==> src/rtl/assert_macros.svh <==
// Assertion macros used by the annotator top level.
`ifndef ASSERT_MACROS_SVH
`define ASSERT_MACROS_SVH
`ifndef NO_ASSERTIONS
`define UCA_ASSERT(label, expr, msg) \
    label: assert property (@(posedge aclk) disable iff (!aresetn) (expr)) else $error(msg);
`define UCA_ASSERT_NEXT(label, pre, post, msg) \
    label: assert property (@(posedge aclk) disable iff (!aresetn) (pre) |=> (post)) \
        else $error(msg);
`else
`define UCA_ASSERT(label, expr, msg)
`define UCA_ASSERT_NEXT(label, pre, post, msg)
`endif
`endif

==> src/rtl/uca_pkg.sv <==
// Shared types, constants and helper functions for the code point annotator.
package uca_pkg;

    localparam int UNIT_W   = 16;
    localparam int CP_W     = 21;
    localparam int NDIG_W   = 3;
    localparam int CNT_W    = 4;
    localparam int QDEPTH   = 2;
    localparam int QPTR_W   = 1;
    localparam int QCNT_W   = 2;

    localparam logic [CNT_W-1:0]  LAST_SLOT = 4'd15;
    localparam logic [NDIG_W-1:0] PRE_NDIG  = 3'd4;

    localparam logic [UNIT_W-1:0] CH_EQ    = 16'h003D;
    localparam logic [UNIT_W-1:0] CH_U     = 16'h0055;
    localparam logic [UNIT_W-1:0] CH_PLUS  = 16'h002B;
    localparam logic [UNIT_W-1:0] CH_SPACE = 16'h0020;

    localparam logic [CP_W-1:0] BMP_END = 21'h010000;

    // One accepted item, reduced to what the serializer emits:
    // an optional annotation of a held surrogate, the echoed unit,
    // and an optional trailing annotation.
    typedef struct packed {
        logic                has_pre;
        logic [UNIT_W-1:0]   pre_val;
        logic [UNIT_W-1:0]   echo_unit;
        logic                has_post;
        logic [CP_W-1:0]     post_val;
        logic [NDIG_W-1:0]   post_ndig;
    } desc_t;

    typedef struct packed {
        logic full;
        logic empty;
    } q_status_t;

    function automatic logic [UNIT_W-1:0] hex_char(input logic [3:0] nib);
        logic [UNIT_W-1:0] c;
        if (nib < 4'd10) begin
            c = 16'h0030 + {12'd0, nib};
        end else begin
            c = 16'h0037 + {12'd0, nib};
        end
        return c;
    endfunction

    function automatic logic [NDIG_W-1:0] hex_digits(input logic [CP_W-1:0] v);
        logic [NDIG_W-1:0] n;
        if (v[20]) begin
            n = 3'd6;
        end else if (v[19:16] != 4'd0) begin
            n = 3'd5;
        end else if (v[15:12] != 4'd0) begin
            n = 3'd4;
        end else if (v[11:8] != 4'd0) begin
            n = 3'd3;
        end else begin
            n = 3'd2;
        end
        return n;
    endfunction

    function automatic logic is_high_sur(input logic [UNIT_W-1:0] u);
        return u[15:10] == 6'b110110;
    endfunction

    function automatic logic is_low_sur(input logic [UNIT_W-1:0] u);
        return u[15:10] == 6'b110111;
    endfunction

endpackage

==> src/rtl/uca_front.sv <==
// Front end: accepts code units, tracks a held high surrogate, builds descriptors.
module uca_front (
    input  logic                         aclk,
    input  logic                         aresetn,
    input  logic                         s_valid,
    output logic                         s_ready,
    input  logic [uca_pkg::UNIT_W-1:0]   s_code_unit,
    input  logic                         s_end_of_text,
    input  uca_pkg::q_status_t           q_status,
    output logic                         q_push,
    output uca_pkg::desc_t               q_desc,
    output logic                         held_valid
);

    logic [uca_pkg::UNIT_W-1:0] held_high_reg, held_high_next;
    logic                       held_valid_reg, held_valid_next;
    logic                       u_low, u_high, pair;
    logic [uca_pkg::CP_W-1:0]   pair_cp;

    assign s_ready    = !q_status.full;
    assign q_push     = s_valid && s_ready;
    assign held_valid = held_valid_reg;

    always_comb begin
        u_low   = uca_pkg::is_low_sur(s_code_unit);
        u_high  = uca_pkg::is_high_sur(s_code_unit);
        pair    = held_valid_reg && u_low;
        pair_cp = {1'b0, held_high_reg[9:0], s_code_unit[9:0]} + uca_pkg::BMP_END;

        q_desc.has_pre   = held_valid_reg && !u_low;
        q_desc.pre_val   = held_high_reg;
        q_desc.echo_unit = s_code_unit;
        q_desc.has_post  = pair || !u_high || s_end_of_text;
        q_desc.post_val  = pair ? pair_cp : {5'd0, s_code_unit};
        q_desc.post_ndig = uca_pkg::hex_digits(q_desc.post_val);

        held_valid_next = held_valid_reg;
        held_high_next  = held_high_reg;
        if (q_push) begin
            held_valid_next = !pair && u_high && !s_end_of_text;
            held_high_next  = held_valid_next ? s_code_unit : '0;
        end
    end

    always_ff @(posedge aclk) begin
        if (!aresetn) begin
            held_valid_reg <= 1'b0;
            held_high_reg  <= '0;
        end else begin
            held_valid_reg <= held_valid_next;
            held_high_reg  <= held_high_next;
        end
    end

endmodule

==> src/rtl/uca_fifo.sv <==
// Short descriptor queue between the front end and the serializer.
module uca_fifo (
    input  logic                 aclk,
    input  logic                 aresetn,
    input  logic                 push,
    input  uca_pkg::desc_t       push_desc,
    input  logic                 pop,
    output uca_pkg::desc_t       pop_desc,
    output uca_pkg::q_status_t   status,
    output logic [uca_pkg::QCNT_W-1:0] count
);

    uca_pkg::desc_t                 entry_reg [uca_pkg::QDEPTH];
    logic [uca_pkg::QPTR_W-1:0]     wr_ptr_reg, wr_ptr_next;
    logic [uca_pkg::QPTR_W-1:0]     rd_ptr_reg, rd_ptr_next;
    logic [uca_pkg::QCNT_W-1:0]     cnt_reg, cnt_next;

    assign status.full  = (cnt_reg == uca_pkg::QCNT_W'(uca_pkg::QDEPTH));
    assign status.empty = (cnt_reg == '0);
    assign pop_desc     = entry_reg[rd_ptr_reg];
    assign count        = cnt_reg;

    always_comb begin
        wr_ptr_next = push ? wr_ptr_reg + 1'b1 : wr_ptr_reg;
        rd_ptr_next = pop ? rd_ptr_reg + 1'b1 : rd_ptr_reg;
        cnt_next    = cnt_reg + {{(uca_pkg::QCNT_W-1){1'b0}}, push}
                              - {{(uca_pkg::QCNT_W-1){1'b0}}, pop};
    end

    always_ff @(posedge aclk) begin
        if (push) begin
            entry_reg[wr_ptr_reg] <= push_desc;
        end
    end

    always_ff @(posedge aclk) begin
        if (!aresetn) begin
            wr_ptr_reg <= '0;
            rd_ptr_reg <= '0;
            cnt_reg    <= '0;
        end else begin
            wr_ptr_reg <= wr_ptr_next;
            rd_ptr_reg <= rd_ptr_next;
            cnt_reg    <= cnt_next;
        end
    end

endmodule

==> src/rtl/uca_back.sv <==
// Back end: serializes one descriptor into output units, one per cycle while m_ready is high.
module uca_back (
    input  logic                         aclk,
    input  logic                         aresetn,
    input  uca_pkg::q_status_t           q_status,
    input  uca_pkg::desc_t               q_desc,
    output logic                         q_pop,
    output logic                         m_valid,
    input  logic                         m_ready,
    output logic [uca_pkg::UNIT_W-1:0]   m_out_unit,
    output logic                         m_last_of_run
);

    typedef enum logic [2:0] {
        PH_EQ, PH_U, PH_PLUS, PH_DIG, PH_SP, PH_ECHO
    } phase_t;

    phase_t                          phase_reg;
    logic                            active_reg;
    logic                            in_post_reg;
    logic [uca_pkg::NDIG_W-1:0]      dig_reg;
    logic [uca_pkg::CNT_W-1:0]       cnt_reg;
    uca_pkg::desc_t                  job_reg;

    logic [uca_pkg::CP_W-1:0]        ann_val;
    logic [uca_pkg::CP_W-1:0]        shifted;
    logic [uca_pkg::NDIG_W-1:0]      ndig;
    logic                            natural_end;
    logic                            fire;
    logic                            done;

    always_comb begin
        ann_val = in_post_reg ? job_reg.post_val : {5'd0, job_reg.pre_val};
        shifted = ann_val >> {dig_reg, 2'b00};
        ndig    = in_post_reg ? job_reg.post_ndig : uca_pkg::PRE_NDIG;
        unique case (phase_reg)
            PH_EQ:   m_out_unit = uca_pkg::CH_EQ;
            PH_U:    m_out_unit = uca_pkg::CH_U;
            PH_PLUS: m_out_unit = uca_pkg::CH_PLUS;
            PH_DIG:  m_out_unit = uca_pkg::hex_char(shifted[3:0]);
            PH_SP:   m_out_unit = uca_pkg::CH_SPACE;
            PH_ECHO: m_out_unit = job_reg.echo_unit;
            default: m_out_unit = uca_pkg::CH_SPACE;
        endcase
        natural_end = (phase_reg == PH_ECHO && !job_reg.has_post)
                   || (phase_reg == PH_SP && in_post_reg);
        // An item never yields more than sixteen units; the rest is dropped.
        m_last_of_run = natural_end || (cnt_reg == uca_pkg::LAST_SLOT);
        m_valid       = active_reg;
        fire          = m_valid && m_ready;
        done          = !active_reg || (fire && m_last_of_run);
        q_pop         = done && !q_status.empty;
    end

    always_ff @(posedge aclk) begin
        if (!aresetn) begin
            active_reg  <= 1'b0;
            phase_reg   <= PH_ECHO;
            in_post_reg <= 1'b0;
            dig_reg     <= '0;
            cnt_reg     <= '0;
        end else if (q_pop) begin
            active_reg  <= 1'b1;
            phase_reg   <= q_desc.has_pre ? PH_EQ : PH_ECHO;
            in_post_reg <= 1'b0;
            cnt_reg     <= '0;
        end else if (done) begin
            active_reg  <= 1'b0;
        end else if (fire) begin
            cnt_reg <= cnt_reg + 1'b1;
            unique case (phase_reg)
                PH_EQ:   phase_reg <= PH_U;
                PH_U:    phase_reg <= PH_PLUS;
                PH_PLUS: begin
                    phase_reg <= PH_DIG;
                    dig_reg   <= ndig - 1'b1;
                end
                PH_DIG: begin
                    if (dig_reg == '0) begin
                        phase_reg <= PH_SP;
                    end else begin
                        dig_reg <= dig_reg - 1'b1;
                    end
                end
                PH_SP:   phase_reg <= PH_ECHO;
                PH_ECHO: begin
                    phase_reg   <= PH_EQ;
                    in_post_reg <= 1'b1;
                end
                default: phase_reg <= PH_ECHO;
            endcase
        end
    end

    always_ff @(posedge aclk) begin
        if (q_pop) begin
            job_reg <= q_desc;
        end
    end

endmodule

==> src/rtl/utf16_codepoint_annotator_top.sv <==
// Top level of the UTF-16 code point annotator.
//
// The input channel (s_valid, s_ready, s_code_unit, s_end_of_text) carries
// one UTF-16 code unit per transaction. Each unit is echoed on the output
// channel (m_valid, m_ready, m_out_unit, m_last_of_run), followed by the
// text "=U+", the code point in upper-case hex with at least two digits,
// and a space. A high surrogate is echoed at once and held; the next unit
// decides whether a surrogate pair or the lone surrogate is annotated.
// m_last_of_run marks the final output transaction caused by an input.
//
// An input transaction produces between 1 and 16 output transactions (7 for
// ASCII text, up to 9 for other units of the basic plane), issued one per
// cycle while m_ready is high, so the sustained input rate is set by the
// serializer.
// An accepted input is written to the queue and popped into the serializer
// once it is free. A two-entry descriptor queue lets the front end keep
// accepting input while the serializer is stalled; s_ready drops only when
// that queue is full. A receiver stall simply freezes the serializer.
// Reset (aresetn low at a clock edge) empties the queue, ends any output in
// progress and drops a held surrogate.
`include "assert_macros.svh"
module utf16_codepoint_annotator_top (
    input  logic                         aclk,
    input  logic                         aresetn,
    input  logic                         s_valid,
    output logic                         s_ready,
    input  logic [uca_pkg::UNIT_W-1:0]   s_code_unit,
    input  logic                         s_end_of_text,
    output logic                         m_valid,
    input  logic                         m_ready,
    output logic [uca_pkg::UNIT_W-1:0]   m_out_unit,
    output logic                         m_last_of_run
);

    uca_pkg::q_status_t                q_status;
    uca_pkg::desc_t                    push_desc;
    uca_pkg::desc_t                    pop_desc;
    logic                              q_push;
    logic                              q_pop;
    logic                              held_valid;
    logic [uca_pkg::QCNT_W-1:0]        q_count;

    // Front end: classification and surrogate tracking.
    uca_front u_front (
        .aclk          (aclk),
        .aresetn       (aresetn),
        .s_valid       (s_valid),
        .s_ready       (s_ready),
        .s_code_unit   (s_code_unit),
        .s_end_of_text (s_end_of_text),
        .q_status      (q_status),
        .q_push        (q_push),
        .q_desc        (push_desc),
        .held_valid    (held_valid)
    );

    // Descriptor queue decoupling the two halves.
    uca_fifo u_fifo (
        .aclk      (aclk),
        .aresetn   (aresetn),
        .push      (q_push),
        .push_desc (push_desc),
        .pop       (q_pop),
        .pop_desc  (pop_desc),
        .status    (q_status),
        .count     (q_count)
    );

    // Serializer: one output transaction per cycle while m_ready is high.
    uca_back u_back (
        .aclk          (aclk),
        .aresetn       (aresetn),
        .q_status      (q_status),
        .q_desc        (pop_desc),
        .q_pop         (q_pop),
        .m_valid       (m_valid),
        .m_ready       (m_ready),
        .m_out_unit    (m_out_unit),
        .m_last_of_run (m_last_of_run)
    );

    `UCA_ASSERT(a_queue_bound, q_count <= uca_pkg::QCNT_W'(uca_pkg::QDEPTH), "queue overflow")
    `UCA_ASSERT(a_pop_nonempty, !q_pop || q_count != '0, "pop from empty queue")
    `UCA_ASSERT_NEXT(a_eot_flush, q_push && s_end_of_text, !held_valid, "surrogate held past end")

endmodule
==> config.mk <==
export PLATFORM = sky130hd
export DESIGN_NAME = utf16_codepoint_annotator_top
export DESIGN_NICKNAME = d
export VERILOG_FILES = /design/src/rtl/uca_pkg.sv /design/src/rtl/uca_front.sv /design/src/rtl/uca_fifo.sv /design/src/rtl/uca_back.sv /design/src/rtl/utf16_codepoint_annotator_top.sv
export VERILOG_INCLUDE_DIRS = /design/src /design/src/rtl
export SDC_FILE = /design/constraint.sdc
export NUM_CORES = 1
export LEC_CHECK = 0
export BUFFER_PORTS_ARGS = -buffer_cell sky130_fd_sc_hd__buf_2
export CORE_ASPECT_RATIO = 0.9
export CORE_MARGIN = 2
export CORE_UTILIZATION = 60
export DETAILED_ROUTE_END_ITERATION = 8
export PLACE_DENSITY = 0.9
export SETUP_SLACK_MARGIN = 0.05
export SKIP_CTS_REPAIR_TIMING = 1
export SYNTH_ARGS = -nofsm -noshare
export SYNTH_HDL_FRONTEND = slang
export SYNTH_SLANG_ARGS = --single-unit
==> constraint.sdc <==
create_clock -name aclk -period 5.43 [get_ports aclk]
set_input_delay 0.2715 -clock aclk [delete_from_list [all_inputs] [get_ports aclk]]
set_output_delay 0.2715 -clock aclk [all_outputs]
set_load 0.01 [all_outputs]
## Yosys cells after proc, flatten, opt, wreduce, memory -nomap -nowiden

Memories as Yosys holds them, arrays and structs flattened. A register that Yosys moved wholly into a read port is not among the register bits.
Cells that the tools add are included.

- Memory bits (writable): 116
- Memories kept: 1
- Output and inout bits: 19
- Bits in registers: 90
- Bits of input ports: 21

- Muxes and demuxes: 24
- Equality and inequality tests: 12
- Reduce and logical (&&, ||, !) cells: 37
- Shifts and indexed selects: 1
- Add/sub/neg operators: 10
- Magnitude comparators: 1
- Bitwise logic cells: 3

Memories:

| name | words | bits a word | read ports | clocked after Yosys merged registers in | wr ports | RTL line | RTL |
|---|---|---|---|---|---|---|---|
| u_fifo.entry_reg | 2 | 58 | 1 | 1 | 1 | uca_fifo.sv:13 | `uca_pkg::desc_t entry_reg [uca_pkg::QDEPTH];` |

Operators by type and width:

| kind | count |
|---|---|
| 16-bit one-hot mux with 5 select lines | 1 |
| 21-bit two-way mux | 2 |
| 16-bit two-way mux | 2 |
| 3-bit two-way mux | 10 |
| 20-bit by 17-bit adder with 21-bit output, second input constant | 1 |
| 21-bit by 5-bit right shift with 4-bit output | 1 |
| 3-bit one-hot mux with 5 select lines | 1 |
| 6-bit by 4-bit adder with 7-bit output, first input constant | 2 |
| 6-bit equality test, second input constant | 2 |
| 4-bit nonzero test | 3 |
| 1-bit logical AND | 10 |
| 1-bit logical NOT | 8 |
| 1-bit two-way mux | 7 |
| 3-bit by 2-bit equality test with 1-bit output, second input constant | 2 |
| 3-bit equality test, second input constant | 2 |
| 3-bit logical NOT | 2 |
| 3-bit one-hot mux with 2 select lines | 1 |
| 3-bit AND reduction | 2 |
| 2-bit nonzero test | 3 |
| 3-bit by 1-bit subtractor with 3-bit output, second input constant | 2 |
| 1-bit logical OR | 5 |
| 5-bit AND reduction | 1 |
| 4-bit by 1-bit adder with 4-bit output, second input constant | 1 |
| 4-bit equality test, second input constant | 1 |
| other kinds (12) | 16 |

## Longest topological paths before layout

- Word-level depth: 9
- Mapped depth: 12
- Mapped depth without buffers: 11

## By module

Synthesis repeated with hierarchy kept, for this count alone.

- Cell total of the unflattened synthesis: 554
- Area total of the unflattened synthesis: 8713.4 um2

Modules (own cells, without submodules):

| module | times used | sequential area each (um2) | cells each | area each (um2) |
|---|---|---|---|---|
| uca_fifo | 1 | 3583.4 | 201 | 4485.6 |
| uca_back | 1 | 1951.9 | 220 | 3060.4 |
| uca_front | 1 | 340.3 | 133 | 1167.4 |

## Worst setup path after synthesis

OpenSTA, ideal clock, no wires.

- Kind: flip-flop to flip-flop
- From: register u_back.in_post_reg
- To: register u_fifo.cnt_reg, in the netlist u_fifo.count[1]
- Period minus slack after synthesis: 4.277 ns
- Arrival: 4.150 ns
- Path slack: 1.153 ns
- Setup time: 0.128 ns
- Cell stages (with the launch flop): 13
- Data required time: 5.302 ns
- Path through: dfxtp_1 buf_6 buf_12 or2_1 a31o_2 a21boi_1 nor2_1 ha_1 inv_1 ha_1 xor2_1 xnor2_1 nor2_1

- Longest elaborated chain between the ends: 7

RTL lines:

| what | RTL line | RTL |
|---|---|---|
| from (decl) | uca_back.sv:20 | `logic in_post_reg;` |
| from (signal assigned) | uca_back.sv:59 | `in_post_reg <= 1'b0;` |
| from (signal assigned) | uca_back.sv:65 | `in_post_reg <= 1'b0;` |
| from (signal assigned) | uca_back.sv:88 | `in_post_reg <= 1'b1;` |
| 1-bit logical AND | uca_back.sv:46 | `\|\| (phase_reg == PH_SP && in_post_reg);` |
| 1-bit logical OR | uca_back.sv:46 |  |
| 1-bit logical OR | uca_back.sv:48 | `m_last_of_run = natural_end \|\| (cnt_reg == uca_pkg::LAST_SLOT);` |
| via m_last_of_run | utf16_codepoint_annotator_top.sv:32 | `output logic m_last_of_run` |
| 1-bit logical AND | uca_back.sv:51 | `done = !active_reg \|\| (fire && m_last_of_run);` |
| 1-bit logical OR | uca_back.sv:51 |  |
| 1-bit logical AND | uca_back.sv:52 | `q_pop = done && !q_status.empty;` |
| via q_pop | utf16_codepoint_annotator_top.sv:39 | `logic q_pop;` |
| 2-bit by 1-bit subtractor with 2-bit output | uca_fifo.sv:27 | `- {{(uca_pkg::QCNT_W-1){1'b0}}, pop};` |
| to (signal assigned) | uca_fifo.sv:44 | `cnt_reg <= cnt_next;` |
| to (decl) | uca_fifo.sv:16 | `logic [uca_pkg::QCNT_W-1:0] cnt_reg, cnt_next;` |

The timed path passes the listed nets, and every way through them passes these cells.
A chain may end at the register's enable or synchronous reset.

## Worst setup path after layout

- From: register u_back.in_post_reg
- To: output m_out_unit[6] in the netlist's numbering

- Longest elaborated chain between the ends: 5
- Elaborated cells between the ends (all ways): 7

RTL lines:

| what | RTL line | RTL |
|---|---|---|
| 21-bit two-way mux * | uca_back.sv:33 | `ann_val = in_post_reg ? job_reg.post_val : {5'd0, job_reg.pre_val};` |
| 21-bit by 5-bit right shift with 4-bit output * | uca_back.sv:34 | `shifted = ann_val >> {dig_reg, 2'b00};` |
| 6-bit by 4-bit adder with 7-bit output (tied with other cells) | uca_pkg.sv:44 | `c = 16'h0037 + {12'd0, nib};` |
| 16-bit two-way mux * | uca_pkg.sv:41 | `if (nib < 4'd10) begin` |
| 16-bit one-hot mux with 5 select lines * | uca_back.sv:36 | `unique case (phase_reg)` |
| to (decl) | utf16_codepoint_annotator_top.sv:31 | `output logic [uca_pkg::UNIT_W-1:0] m_out_unit,` |

Every way passes the cells marked *; elsewhere a longest branch is shown, timed or not.

==> flow_summary.toml <==
[worst_setup_path]
r2r_start = "u_back.in_post_reg"
r2r_slack_ns = 2.79
cp_max_fo = 19
worstPathArrival_ns = 3.18
critPathLaunch = "u_back.in_post_reg"
cp-start-kind = "register"
reg2regPathDepth = 10
criticalPathCategory = "register to primary output"
critPathCapture = "m_out_unit[6]"
crit_required_ns = 5.16
crit_path_end_kind = "primary output"
r2r-end = "u_fifo.count[1]"

[placed_design]
gp_congestion = 0.884
portBuffers = 39
hpwl_um = 9680

[pwr]
power.share.combinational = 0.240
power_mw = 4.15
p_leak_nw = 2.83
peakVddDrop_mv = 0.327
pwr-share-clk = 0.282
p_sw_frac = 0.308
p_per_area_mw_per_mm2 = 507
intPower_mw = 2.87
pwr-share-seq = 0.479
p_sw_mw = 1.28

[final_layout]
fin_nets = 555
drive_gt1_frac = 0.266
diodes = 0
largest_reg_flops = 96
syn2layout_area_growth_pct = 12.7

[global_routing]
antenna_found_initial = 0
grt_pass1_wl_um = 23800
grt_start_max_net_pins = 50
grt_pass1_vias = 4336
grt_use_total = 0.249
gr-total-overflow = 0

[routing]
finalWirelength_um = 15400
vias_per_cell = 6.23
drcViolationCount = 0
route.met3.wl_um = 1270
highest_layer = "met4"
wl_met1_um = 6280
wl_per_cell_um = 22.0
vias = 4369
met2_length_um = 7520
ant_nets = 0
drt_iter0_drc = 561
drt_first_pass_iters = 5

[clock_network]
clockBufferDepth = 2
tritoncts = "yes"
numCtsBuffers = 17
path_clk_slew_ns = 0.07
clk_latency_ns = 0.42
htree_levels = 4
clock-sinks = 177
root_buffer = "clkbuf_16"

[yosys]
synthArstFlopShare = 0
synth_area_leaders = "edfxtp_1, dfxtp_1, mux2_2, nor2_1, mux2i_1"
postSynthCellCount = 488
ys_ff_latch = 177
yosysWarnings = 0
yosysTopAreaCellShare = 0.591
synth-edff-count = 143
syn_nets = 515
synth.cell_area_mm2 = 0.00726
yosysSeqAreaShare = 0.685
synth_commonest_cells = "edfxtp_1, mux2_2, nor2_1"
yosysUniqueCellTypes = 60
yosys_most_used_dff = "edfxtp_1"
synth_top_area_cell = "edfxtp_1"
yosysMostFrequentCell = "edfxtp_1"
syn_area_per_cell_um2 = 14.9

[floorplan]
placementRows = 38
initial_core_util = 0.609
ios = 40
die_x_um = 120
die_y_um = 108
core_area_mm2 = 0.0119
die_area_mm2 = 0.0130

[sta]
slew_viol_final = 0
fin_crit_ns = 3.45
setup_tns_ns = 0
max_freq_ghz = 0.290
tightest_slew_ns = 1.14
rsz0062_at_grt = "false"
slew_headroom = 0.242
hold_violations = 0
min_period_over_period = 0.635
setup_viol = 0
fin_worst_skew_ns = 0.0114

[hold_path]
hold_class = "input port to register"

[run]
drv_cap = 0

[outcome]
status = "completed"
[final cells by class]
cell class | count | area (um2)
fill | 746 | 3750
clock inverter | 12 | 100
inverter | 16 | 60.1
multi-input combinational | 272 | 2150
sequential | 177 | 4980
clock buffer | 20 | 467
timing repair buffer | 44 | 233
tap | 160 | 200
[layer usage]
layer / track usage / up-vias
li1: - / 1948
met1: 0.336 / 2155
met2: 0.390 / 234
met3: 0.0654 / 32
met4: 0.0958 / 0
met5: 0 / -
[worst min-delay path by stage]
stage	end	start	depth (start not counted)
floorplan	u_fifo.entry_reg[0][25]	s_code_unit[0]	0
global placement	u_fifo.entry_reg[1][54]	u_front.held_high_reg[13]	0
detailed placement	u_fifo.entry_reg[0][54]	u_front.held_high_reg[13]	0
CTS	u_fifo.entry_reg[1][29]	s_code_unit[4]	1
global route	u_fifo.entry_reg[0][29]	s_code_unit[4]	1
finish	u_fifo.entry_reg[0][26]	s_code_unit[1]	1
[metrics by stage]
step	hold slack [ns]	area, um2	setup slack, ns	utilization	cells
final	0.0545	8190	1.98	0.686	701
after global routing	0.0379	8190	1.81	0.686	701
after CTS	0.0417	8190	2.00	0.686	701
after detailed placement	0.433	7620	2.49	0.638	669
after global placement	0.427	7620	2.60	0.638	669
after floorplan	0.370	7260	1.15	-	488
[layout by cell type, fill, tap and decap left out, types with 3 or more instances in the layout]
cell type	n
nand3_1	7
clkinv_4	4
buf_2	39
nor2_1	37
xnor2_1	4
nor2_4	3
xor2_1	4
nand2_1	17
a31oi_1	3
inv_6	3
mux4_2	3
a211oi_1	4
and3_1	13
clkbuf_8	3
dfxtp_1	33
inv_1	16
a22oi_1	12
o21ai_0	14
and2_1	4
nand2b_1	3
edfxtp_1	143
nor2b_1	4
clkbuf_16	17
buf_4	5
a21oi_1	21
mux2_2	50
mux2i_1	14
ha_1	6
[power groups by stage]
stage | Clock [mW] | Combinational [mW] | Sequential (mW)
6_report | 1.17 | 0.994 | 1.98
4_1_cts | 1.17 | 0.994 | 1.98
3_5_place_dp | 0 | 0.984 | 2.01
5_1_grt | 1.23 | 1.07 | 2.01
3_3_place_gp | 0 | 0.940 | 1.98
2_1_floorplan | 0 | 0.722 | 1.91
[logic make-up (layout without fill, tap and decap cells)]
group / after synthesis / after routing / synth area share
fa+ha+maj: 6 / 6 / 0.0103
flops: 177 / 177 / 0.685
simple gates: 106 / 106 / 0.0744
buf+inv: 39 / 92 / 0.0241
xor+xnor: 8 / 8 / 0.00965
mux: 69 / 69 / 0.113
compound gates: 83 / 83 / 0.0832
[critical path, stage by stage, from the launching register on]
cell and delay [ns]:
dfxtp_1 0.90, mux4_1 0.65, and2_1 0.19, o21a_1 0.22, inv_1 0.06, ha_1 0.19, o21ai_1 0.12, a32o_1 0.29
buf_2 0.14
Power figures use the tool's default switching activity.
